File: src/frq_pkg.sv
// Types and codes for the FCFS/SPN ready queue.
// Shared by frq_cfg, frq_ctrl and the top level; depends on nothing.
package frq_pkg;

  localparam logic CMD_INSERT = 1'b0;
  localparam logic CMD_REMOVE = 1'b1;

  localparam logic [1:0] ST_OK    = 2'd0;
  localparam logic [1:0] ST_FULL  = 2'd1;
  localparam logic [1:0] ST_EMPTY = 2'd2;

  localparam logic [1:0] REG_SPN_MODE = 2'd0;

  typedef struct packed {
    logic [15:0] job_id;
    logic        job_type;
    logic [31:0] remaining_time;
  } job_t;

  typedef struct packed {
    logic        cmd;
    logic [15:0] job_id;
    logic        job_type;
    logic [31:0] remaining_time;
  } cmd_in_t;

  typedef struct packed {
    logic        out_valid;
    logic [15:0] out_job_id;
    logic        out_job_type;
    logic [31:0] out_remaining_time;
    logic [1:0]  status;
    logic [4:0]  occupancy;
  } result_t;

  typedef enum logic [1:0] {
    S_IDLE,
    S_WALK,
    S_POP
  } frq_state_t;

endpackage

File: src/frq_ram.sv
// Generic simple dual-port RAM: one write port, one registered read port.
// No package dependency.
module frq_ram #(
  parameter int W     = 49,
  parameter int DEPTH = 16,
  localparam int AW   = $clog2(DEPTH)
) (
  input  logic          clk,
  input  logic          we,
  input  logic [AW-1:0] waddr,
  input  logic [W-1:0]  wdata,
  input  logic [AW-1:0] raddr,
  output logic [W-1:0]  rdata
);

  logic [W-1:0] mem [DEPTH];

  always_ff @(posedge clk) begin
    if (we) begin
      mem[waddr] <= wdata;
    end
    rdata <= mem[raddr];
  end

endmodule

File: src/frq_cfg.sv
// APB register block holding the spn_mode control bit.
// Depends on frq_pkg for register addresses.
module frq_cfg (
  input  logic        clk,
  input  logic        rst,
  input  logic        psel,
  input  logic        penable,
  input  logic        pwrite,
  input  logic [1:0]  paddr,
  input  logic [31:0] pwdata,
  output logic [31:0] prdata,
  output logic        pready,
  output logic        spn_mode
);
  import frq_pkg::*;

  logic wr_en;

  assign pready = 1'b1;
  assign wr_en  = psel && penable && pwrite && pready;

  always_ff @(posedge clk) begin
    if (rst) begin
      spn_mode <= 1'b0;
    end else if (wr_en && paddr == REG_SPN_MODE) begin
      spn_mode <= pwdata[0];
    end
  end

  always_comb begin
    prdata = '0;
    if (paddr == REG_SPN_MODE) begin
      prdata = {31'd0, spn_mode};
    end
  end

endmodule

File: src/frq_ctrl.sv
// Queue sequencer: circular buffer over the job RAM, ordered insert walk and pop.
// Depends on frq_pkg; drives one frq_ram instance.
module frq_ctrl #(
  parameter int DEPTH = 16,
  localparam int AW   = $clog2(DEPTH),
  localparam int CW   = $clog2(DEPTH + 1)
) (
  input  logic             clk,
  input  logic             rst,
  input  logic             start,
  output logic             busy,
  input  frq_pkg::cmd_in_t item,
  input  logic             spn_mode,
  output logic             ram_we,
  output logic [AW-1:0]    ram_waddr,
  output frq_pkg::job_t    ram_wdata,
  output logic [AW-1:0]    ram_raddr,
  input  frq_pkg::job_t    ram_rdata,
  output logic             done,
  output frq_pkg::result_t result
);
  import frq_pkg::*;

  localparam logic [CW-1:0] DEPTH_C = CW'(DEPTH);

  frq_state_t      state, state_next;
  logic [AW-1:0]   head, head_next;
  logic [CW-1:0]   count, count_next;
  logic [CW-1:0]   pos, pos_next;
  logic [CW-1:0]   spec_rel;
  job_t            key, key_next;
  job_t            new_job;
  logic            done_next;
  result_t         result_next;

  // map a queue position (0 = head) to a RAM address
  function automatic logic [AW-1:0] phys(input logic [AW-1:0] h, input logic [CW-1:0] rel);
    logic [CW:0] s;
    s = (CW+1)'(h) + (CW+1)'(rel);
    if (s >= (CW+1)'(DEPTH)) begin
      s = s - (CW+1)'(DEPTH);
    end
    return AW'(s);
  endfunction

  assign busy = (state != S_IDLE);

  assign new_job = '{job_id: item.job_id, job_type: item.job_type,
                     remaining_time: item.remaining_time};

  // position two below pos, wrapped; read ahead while the walk shifts
  assign spec_rel = (pos >= CW'(2)) ? pos - CW'(2) : pos + DEPTH_C - CW'(2);

  always_ff @(posedge clk) begin
    if (rst) begin
      state <= S_IDLE;
      head  <= '0;
      count <= '0;
      done  <= 1'b0;
    end else begin
      state <= state_next;
      head  <= head_next;
      count <= count_next;
      done  <= done_next;
    end
  end

  always_ff @(posedge clk) begin
    pos    <= pos_next;
    key    <= key_next;
    result <= result_next;
  end

  always_comb begin
    state_next  = state;
    head_next   = head;
    count_next  = count;
    pos_next    = pos;
    key_next    = key;
    done_next   = 1'b0;
    result_next = result;
    ram_we      = 1'b0;
    ram_waddr   = phys(head, count);
    ram_wdata   = key;
    ram_raddr   = phys(head, count - CW'(1));

    case (state)
      S_IDLE: begin
        if (start) begin
          key_next    = new_job;
          result_next = '0;
          if (item.cmd == CMD_INSERT) begin
            if (count == DEPTH_C) begin
              done_next             = 1'b1;
              result_next.status    = ST_FULL;
              result_next.occupancy = 5'(count);
            end else if (!spn_mode || count == '0) begin
              ram_we                = 1'b1;
              ram_waddr             = phys(head, count);
              ram_wdata             = new_job;
              count_next            = count + CW'(1);
              done_next             = 1'b1;
              result_next.status    = ST_OK;
              result_next.occupancy = 5'(count + CW'(1));
            end else begin
              ram_raddr  = phys(head, count - CW'(1));
              pos_next   = count;
              state_next = S_WALK;
            end
          end else begin
            if (count == '0) begin
              done_next             = 1'b1;
              result_next.status    = ST_EMPTY;
              result_next.occupancy = 5'(count);
            end else begin
              ram_raddr  = head;
              state_next = S_POP;
            end
          end
        end
      end

      S_WALK: begin
        // rdata holds the entry at pos-1
        ram_raddr = phys(head, spec_rel);
        if (pos == '0 || ram_rdata.remaining_time < key.remaining_time) begin
          ram_we                = 1'b1;
          ram_waddr             = phys(head, pos);
          ram_wdata             = key;
          count_next            = count + CW'(1);
          done_next             = 1'b1;
          result_next           = '0;
          result_next.status    = ST_OK;
          result_next.occupancy = 5'(count + CW'(1));
          state_next            = S_IDLE;
        end else begin
          // shift the equal or larger entry one place toward the tail
          ram_we    = 1'b1;
          ram_waddr = phys(head, pos);
          ram_wdata = ram_rdata;
          pos_next  = pos - CW'(1);
        end
      end

      S_POP: begin
        result_next.out_valid          = 1'b1;
        result_next.out_job_id         = ram_rdata.job_id;
        result_next.out_job_type       = ram_rdata.job_type;
        result_next.out_remaining_time = ram_rdata.remaining_time;
        result_next.status             = ST_OK;
        result_next.occupancy          = 5'(count - CW'(1));
        head_next                      = phys(head, CW'(1));
        count_next                     = count - CW'(1);
        done_next                      = 1'b1;
        state_next                     = S_IDLE;
      end

      default: begin
        state_next = S_IDLE;
      end
    endcase
  end

  a_count_bound: assert property (@(posedge clk) disable iff (rst)
    count <= DEPTH_C)
    else $error("queue count above depth");

  a_done_idle: assert property (@(posedge clk) disable iff (rst)
    done |-> state == S_IDLE)
    else $error("result strobe while sequencer busy");

  a_walk_pos: assert property (@(posedge clk) disable iff (rst)
    state == S_WALK |-> (pos <= count && count < DEPTH_C))
    else $error("insert walk position out of range");

  a_valid_ok: assert property (@(posedge clk) disable iff (rst)
    (done && result.out_valid) |-> result.status == ST_OK)
    else $error("removed job reported with error status");

  a_pop_count: assert property (@(posedge clk) disable iff (rst)
    state == S_POP |=> (count == $past(count) - CW'(1) && done))
    else $error("pop did not retire one entry");

endmodule

File: src/fcfs_spn_ready_queue.sv
// Top level of the FCFS/SPN ready queue: APB registers, sequencer, job RAM.
// Depends on frq_pkg, frq_cfg, frq_ctrl and frq_ram.
//
//  channel   handshake                      payload
//  --------  -----------------------------  ----------------------------
//  command   start & !busy                  item (cmd_in_t)
//  result    done (one cycle, no stall)     result (result_t)
//  config    psel & penable & pwrite        paddr, pwdata (spn_mode @ 0)
//
// Status-only results, FCFS inserts and SPN inserts into an empty queue
// strobe done in the cycle after the transfer; a remove first reads the head
// entry from the RAM (registered read port), then registers the result; any
// other SPN insert shifts held jobs toward the tail (at most QUEUE_DEPTH - 1),
// one shift per cycle through the single RAM write port, before it writes.
// busy stays high until the result is registered. rst is synchronous and
// empties the queue and clears spn_mode; RAM contents are not cleared.
module fcfs_spn_ready_queue #(
  parameter int QUEUE_DEPTH = 16
) (
  input  logic             clk,
  input  logic             rst,
  input  logic             psel,
  input  logic             penable,
  input  logic             pwrite,
  input  logic [1:0]       paddr,
  input  logic [31:0]      pwdata,
  output logic [31:0]      prdata,
  output logic             pready,
  input  logic             start,
  output logic             busy,
  input  frq_pkg::cmd_in_t item,
  output logic             done,
  output frq_pkg::result_t result
);
  import frq_pkg::*;

  localparam int AW = $clog2(QUEUE_DEPTH);

  logic          spn_mode;
  logic          ram_we;
  logic [AW-1:0] ram_waddr;
  logic [AW-1:0] ram_raddr;
  job_t          ram_wdata;
  job_t          ram_rdata;

  frq_cfg u_cfg (
    .clk      (clk),
    .rst      (rst),
    .psel     (psel),
    .penable  (penable),
    .pwrite   (pwrite),
    .paddr    (paddr),
    .pwdata   (pwdata),
    .prdata   (prdata),
    .pready   (pready),
    .spn_mode (spn_mode)
  );

  frq_ctrl #(
    .DEPTH (QUEUE_DEPTH)
  ) u_ctrl (
    .clk       (clk),
    .rst       (rst),
    .start     (start),
    .busy      (busy),
    .item      (item),
    .spn_mode  (spn_mode),
    .ram_we    (ram_we),
    .ram_waddr (ram_waddr),
    .ram_wdata (ram_wdata),
    .ram_raddr (ram_raddr),
    .ram_rdata (ram_rdata),
    .done      (done),
    .result    (result)
  );

  frq_ram #(
    .W     ($bits(job_t)),
    .DEPTH (QUEUE_DEPTH)
  ) u_ram (
    .clk   (clk),
    .we    (ram_we),
    .waddr (ram_waddr),
    .wdata (ram_wdata),
    .raddr (ram_raddr),
    .rdata (ram_rdata)
  );

endmodule

File: config.mk
export PLATFORM = sky130hd
export DESIGN_NAME = fcfs_spn_ready_queue
export DESIGN_NICKNAME = d
export VERILOG_FILES = /design/src/frq_pkg.sv /design/src/frq_ram.sv /design/src/frq_cfg.sv /design/src/frq_ctrl.sv /design/src/fcfs_spn_ready_queue.sv
export SDC_FILE = /design/constraint.sdc
export NUM_CORES = 1
export LEC_CHECK = 0
export BUFFER_PORTS_ARGS = -buffer_cell sky130_fd_sc_hd__buf_4
export CAP_MARGIN = 20
export CORE_UTILIZATION = 40
export CTS_CLUSTER_DIAMETER = 50
export DETAILED_ROUTE_END_ITERATION = 10
export SETUP_SLACK_MARGIN = 0.4
export SYNTH_ARGS = -nofsm -noshare
export SYNTH_HDL_FRONTEND = slang
export SYNTH_SLANG_ARGS = --single-unit
export TNS_END_PERCENT = 5
File: constraint.sdc
create_clock -name clk -period 13.8 [get_ports clk]
set_clock_uncertainty 0.1 [all_clocks]
set_input_delay 1.38 -clock clk [delete_from_list [all_inputs] [get_ports clk]]
set_output_delay 1.38 -clock clk [all_outputs]
set_load 0.005 [all_outputs]
Word level (Yosys, flattened, before mapping)
Memory sizes are Yosys's and may differ from the RTL's. A register that Yosys moved wholly into a read port is not among the register bits.
Index checks and enable logic that the tools add are counted.
Storage, ports and cells
  flip-flop bits (word level): 124
  memory bits (writable): 784
  bits of input ports: 90
  output and inout bits: 92
  word-level logic and storage cells: 127
  memories kept: 1
Operators by class
  add/subtract/negate cells: 16
  $lt $le $gt $ge: 7
  eq/ne operators: 13
  multiplexer cells: 57
  reductions and logical operators: 18
Memories
  u_ram.mem: depth 16, bits a word 49, read ports 1, clocked after Yosys merged registers in 1, write ports 1, RTL line frq_ram.sv:16  | logic [W-1:0] mem [DEPTH];
Operator list (count)
  49-bit 2-to-1 mux: 5
  57-bit case mux with 3 select lines: 1
  57-bit 2-to-1 mux: 2
  49-bit case mux with 2 select lines: 1
  5-bit 2-to-1 mux: 12
  4-bit 2-to-1 mux: 9
  32-bit < comparator: 1
  4-bit by 5-bit adder with 6-bit output: 4
  6-bit by 5-bit greater-or-equal comparator with 1-bit output (second input constant): 4
  7-bit 2-to-1 mux: 3
  4-bit by 1-bit subtractor with 4-bit output (second input constant): 5
  5-bit case mux with 3 select lines: 1
  1-bit 2-to-1 mux: 12
  2-bit 2-to-1 mux: 6
  6-bit AND reduction: 2
  5-bit logical NOT: 2
  2-bit inequality test (second input constant): 5
  5-bit case mux with 2 select lines: 1
  5-bit by 1-bit subtractor with 5-bit output (second input constant): 2
  5-bit by 2-bit subtractor with 5-bit output (second input constant): 2
  3-bit inequality test (second input constant): 3
  4-bit case mux with 2 select lines: 1
  4-bit by 1-bit adder with 5-bit output (second input constant): 1
  5-bit by 1-bit adder with 5-bit output (second input constant): 1
  other kinds (19): 25

Logic depth before layout (Yosys ltp)
  word-level depth: 9
  gate-level depth with buffers: 13
  depth with buffers taken out: 11

Modules after synthesis
A second synthesis with hierarchy kept.
Unflattened totals
  cell total of the unflattened synthesis: 2086
  area total of the unflattened synthesis: 38365.5 µm²
Modules (own cells, without submodules)
  frq_ram: times used 1, cells an instance 1268, area each 30336.6 µm², sequential area each 24523.5 µm²
  frq_ctrl: times used 1, cells an instance 777, area each 7714.9 µm², sequential area each 3573.4 µm²
  frq_cfg: times used 1, cells an instance 41, area each 314.1 µm², sequential area each 20.0 µm²

Least setup slack after synthesis
Ideal clock, no wire load.
  kind: register to register
  start point: register u_ctrl.state[1]
  end point: memory u_ram.mem[3][0], enable pin
  library setup time: 0.456 ns
  arrival time: 4.817 ns
  data required time: 13.244 ns
  setup slack: 8.427 ns
  cell stages (with the launch flop): 12
  buffers on the path: 3
  clock period less this slack: 5.373 ns
  cells stage by stage: dfxtp_1 -> inv_1 -> ha_1 -> clkbuf_1 -> buf_1 -> buf_1 -> o21ai_0 -> ha_1 -> inv_1 -> fa_1 -> or3b_2 -> nor2_1
On the way
  cells in the longest elaborated chain, start to end: 4
  elaborated cells on any way between the ends: 6
  those cells by class: eq/ne (1); mux (4); reduce/logical (1)
Ends and longest elaborated chain
  start, declared: RTL line frq_ctrl.sv:26  | frq_state_t state, state_next;
  start signal, assigned: RTL line frq_ctrl.sv:61  | state <= state_next;
  2-bit by 1-bit equality test with 1-bit output / 2-bit logical NOT (equally long branches): RTL line frq_ctrl.sv:87  | case (state)
  1-bit case mux with 2 select lines: RTL line frq_ctrl.sv:87
  1-bit 2-to-1 mux: RTL line frq_ram.sv:19  | if (we) begin
  1-bit 2-to-1 mux (implied by the code): RTL line frq_ram.sv:20  | mem[waddr] <= wdata;
  end, declared: RTL line frq_ram.sv:16
Several ways; a longest one is shown, not always the timed one.

Final worst setup path
  start point: register u_ctrl.count[0]
  end point: register u_ram.rdata[40] (read register of u_ram.mem)
On the way
  cells in the longest elaborated chain, start to end: 8
  elaborated cells on any way between the ends: 10
  those cells by class: add/sub (3); order compare (1); mux (5); reduce/logical (1)
Ends and longest elaborated chain
  start, declared: RTL line frq_ctrl.sv:28  | logic [CW-1:0] count, count_next;
  start signal, assigned: RTL line frq_ctrl.sv:63  | count <= count_next;
  5-bit by 1-bit subtractor with 5-bit output: RTL line frq_ctrl.sv:85, frq_ctrl.sv:106
  4-bit by 5-bit adder with 6-bit output: RTL line frq_ctrl.sv:39  | s = (CW+1)'(h) + (CW+1)'(rel);
  6-bit by 5-bit greater-or-equal comparator with 1-bit output / 4-bit by 1-bit subtractor with 4-bit output (equally long branches): RTL line frq_ctrl.sv:40, frq_ctrl.sv:41
  4-bit 2-to-1 mux: RTL line frq_ctrl.sv:40  | if (s >= (CW+1)'(DEPTH)) begin
  4-bit 2-to-1 mux: RTL line frq_ctrl.sv:111  | if (count == '0) begin
  4-bit 2-to-1 mux: RTL line frq_ctrl.sv:92  | if (item.cmd == CMD_INSERT) begin
  4-bit 2-to-1 mux: RTL line frq_ctrl.sv:89  | if (start) begin
  4-bit case mux with 2 select lines *: RTL line frq_ctrl.sv:87
  end, declared: RTL line frq_ram.sv:13  | output logic [W-1:0] rdata
Every way passes the cells marked *; elsewhere a longest branch is shown, timed or not.
A chain may end at the register's enable or synchronous reset.

==> run summary <==
Of the synthesized area, sequential elements account for 71.0%. For this run, the detailed router's first-pass iteration total came to 6. The synthesized netlist cell count is 2751.

The post-DP HPWL is 55200 um. The count of hold buffers inserted by post-cts repair came out at 0. The synthesis warning total came out at 0.

The initial antenna violation count is 3. Summed over all instances, the cell type with the most area after synthesis is sky130_fd_sc_hd__edfxtp_1. The die footprint is 100000 um2.

Ranked by instance count, the synthesized netlist is headed by sky130_fd_sc_hd__edfxtp_1 (895), sky130_fd_sc_hd__nand2_1 (414), sky130_fd_sc_hd__and2_1 (154). The buffer count from post-CTS setup fixing came out at 0. Routability-driven placement finished with a final weighted congestion of 0.886. The number of DRC markers after the initial detailed-route iteration came out at 2554. The tree is rooted in a sky130_fd_sc_hd__clkbuf_16. The flow ran to the end, and the final reports show no timing, DRC or antenna violations. In this run the power density over the cells is 181 nW/um2. TritonCTS built the clock tree. The count of maximum capacitance violations came out at 0. During placement, the flow inserted port buffers numbering 118. Setup violations remaining at the end of the flow were counted as 0.

The buffer levels on the longest clock path came out at 3. The share of total power dissipated in combinational logic is 21.8%. By area the synthesized netlist is led by sky130_fd_sc_hd__edfxtp_1 (68%), sky130_fd_sc_hd__nand2_1 (3.9%), sky130_fd_sc_hd__dfxtp_1 (3.1%). For this run, the leading register cell type out of synthesis is sky130_fd_sc_hd__edfxtp_1. The later pin in the worst-skew pair is clocked with a latency of 680 ps.

Counting flops with an async set or reset pin after synthesis yields a share of 0%. The mapped netlist covers 39600 um2. Relative to the synthesized area, the layout overhead comes to 15.0%. In the final routed layout, each cell accounts on average for 24.3 um. Along the worst path, the maximum fanout reaches 80. The y dimension of the die is 317 um. The final total negative setup slack is 0 ps.

The detail route stage leaves a number of antenna-violating nets equal to 0. The net switching share of the total power is 29.4%. The clock-pin slew of the registers on the worst-case setup and hold paths came out at 60 ps. Setup repair after global routing left no endpoint under its margin. After synthesis, the largest area contributor takes up 67.9% of total cell area. The part of the power in the clock network is 34.9%. The total wire length after detailed routing is 103000 um. The synthesized design contains 957 register bits. The routed layout has 24119 vias. The count of fill cells added during filler insertion came out at 8386. The number of sinks handled by clock tree synthesis came out at 957. The overall routing resource usage came out at 20.2%. For this run, the post-layout net count is 2992.

The standard cell core area is 98100 um2. The peak clock frequency supported by timing is 182 MHz. The placed cell area is 41700 um2. The sequential share of power came out at 43.3%.

The shortest period the worst path allows is 5480 ps. The final design instance area without fill came out at 45500 um2. The number of pins with negative max-slew slack in the final report is 0. CTS built an H-tree with a depth of 3. For this run, design rule violations remaining after detail routing come to 0. At the worst endpoint, the arrival time is 5990 ps. The most repeated cell in the gate-level netlist after synthesis is sky130_fd_sc_hd__edfxtp_1. The post-detailed-route via-to-cell ratio came out at 5.71. The worst setup path is captured at a flop.

For the pin with the worst max-slew slack, the measured transition is 1260 ps. The total grt overflow came out at 0. The number of enable flip-flop cells after synthesis is 895. The count of distinct cell types in the synthesized netlist is 68. In this run, post-CTS repair resized a total of 0 instances. Entering global routing, the biggest net connects 222 pins.

The first-pass GRT wire length is 149000 um. The worst slew margin relative to its limit came out at 16.1%. The number of global-route vias before repair was 23359. The maximum vdd ir drop is 167 uV.

At the worst endpoint, the required time is 14310 ps. The switching power total is 2.43 mW. The die is 317 um wide. In this run the core area contains 115 standard-cell rows. The final-report hold violation count was 0. The count of boundary I/O pins came out at 182.

Cell internal power was estimated by the tool at 5.82 mW. The fraction of the cycle the final worst path needs is 39.7%. The fraction of final layout cells sized beyond drive strength 1 came out at 14.6%. The setup path with the least slack is of type flop to flop. The type of the worst min-delay path is flop to flop. The kind of start point of the critical path is a flop. The average instance area after synthesis is 14.4 um2. The total power came out at 8.25 mW.

The TritonCTS buffer count is 105. Once the floorplan was initialized, standard cells occupied 40.3% of the core. The leakage power came out at 16.2 nW.
==> state kept, by name, indices dropped and copies added, names as in the netlist <==
name,flops
u_ram.mem,784
u_ctrl.result,57
u_ctrl.key,49
u_ram.rdata,49
u_ctrl.count,5
u_ctrl.pos,5
u_ctrl.head,4
u_ctrl.state,2
u_cfg.spn_mode,1
u_ctrl.done,1
==> path summary, 6_finish.rpt <==
| path | from | to | slack, ps | cells past startpoint |
|---|---|---|---|---|
| worst max-delay path | u_ctrl.count[0]$_SDFFE_PP0P_ | u_ram.rdata[40]$_DFF_P_ | 8320 | 12 |
| worst min-delay path | u_cfg.spn_mode$_SDFFE_PP0P_ | u_cfg.spn_mode$_SDFFE_PP0P_ | 460 | 2 |
| worst max register to register | u_ctrl.count[0]$_SDFFE_PP0P_ | u_ram.rdata[40]$_DFF_P_ | 8320 | 12 |
| worst min register to register | u_cfg.spn_mode$_SDFFE_PP0P_ | u_cfg.spn_mode$_SDFFE_PP0P_ | 460 | 2 |
==> placed cells by master (no fill, tap or decap), types with 21 or more instances in the layout <==
cell type	count
sky130_fd_sc_hd__a211oi_1	150
sky130_fd_sc_hd__a21oi_1	66
sky130_fd_sc_hd__a221o_1	89
sky130_fd_sc_hd__a31oi_1	100
sky130_fd_sc_hd__and2_1	153
sky130_fd_sc_hd__and3_1	98
sky130_fd_sc_hd__buf_4	172
sky130_fd_sc_hd__clkbuf_1	21
sky130_fd_sc_hd__clkbuf_16	107
sky130_fd_sc_hd__conb_1	32
sky130_fd_sc_hd__dfxtp_1	62
sky130_fd_sc_hd__edfxtp_1	895
sky130_fd_sc_hd__ha_1	49
sky130_fd_sc_hd__inv_1	48
sky130_fd_sc_hd__mux2_2	46
sky130_fd_sc_hd__mux2i_1	122
sky130_fd_sc_hd__nand2_1	414
sky130_fd_sc_hd__nor2_1	26
sky130_fd_sc_hd__o32ai_1	49
==> cell type report <==
cell class                 instances  area [um2]  share of cell area, %
timing repair buffer             176        1380                   3.03
clock inverter                    58         756                   1.66
antenna                            3        7.51                 0.0165
inverter                          49         184                  0.404
tap                             1287        1610                   3.54
clock buffer                     138        2890                   6.36
sequential                       957       28100                   61.8
multi-input combinational       1559       10600                   23.2
==> power groups by stage <==
stage	combinational, mW	sequential (mW)	clock [mW]
finish	1.80	3.57	2.88
global route	1.95	3.58	3.02
CTS	1.78	3.57	2.92
detailed placement	1.77	3.63	0
global placement	1.71	3.62	0
floorplan	1.28	3.56	0
==> per-layer routing <==
| metal | vias up | global-route usage [%] | part of all wire, % |
|---|---|---|---|
| li1 | 10676 | - | - |
| met1 | 12239 | 28.9 | 44 |
| met2 | 1051 | 31.8 | 46 |
| met3 | 153 | 3.56 | 8.0 |
| met4 | 0 | 4.87 | 1.8 |
| met5 | - | 0 | 0 |
==> through the flow <==
| step | worst slack (ps) | hold slack [ps] | util (%) | instances |
|---|---|---|---|---|
| 2_1_floorplan | 8430 | 371 | - | 2781 |
| 3_3_place_gp | 8160 | 432 | 42.5 | 4018 |
| 3_5_place_dp | 7940 | 420 | 42.5 | 4018 |
| 4_1_cts | 7970 | 448 | 46.2 | 4214 |
| 5_1_grt | 8020 | 481 | 46.4 | 4224 |
| 6_report | 8320 | 457 | 46.4 | 4227 |
==> critical path, stage by stage, from the launching register on <==
cell and delay, ps:
sky130_fd_sc_hd__dfxtp_1 460, sky130_fd_sc_hd__inv_1 230, sky130_fd_sc_hd__ha_1 470, sky130_fd_sc_hd__fa_1 530, sky130_fd_sc_hd__o21ai_0 180, sky130_fd_sc_hd__mux2i_4 200, sky130_fd_sc_hd__buf_4 630, sky130_fd_sc_hd__buf_4 780
sky130_fd_sc_hd__buf_4 760, sky130_fd_sc_hd__and2_1 230, sky130_fd_sc_hd__a211oi_1 50, sky130_fd_sc_hd__o32ai_1 440, sky130_fd_sc_hd__a221o_1 210
==> cells by family after synthesis <==
group | synth area share, %
fa+ha+maj | 1.76
buf+inv | 3.16
compound gates | 9.79
other cells | 0.0190
flops | 71.0
xor+xnor | 0.487
simple gates | 9.11
mux | 4.63
Note: power is estimated with default switching activity, not from simulation.
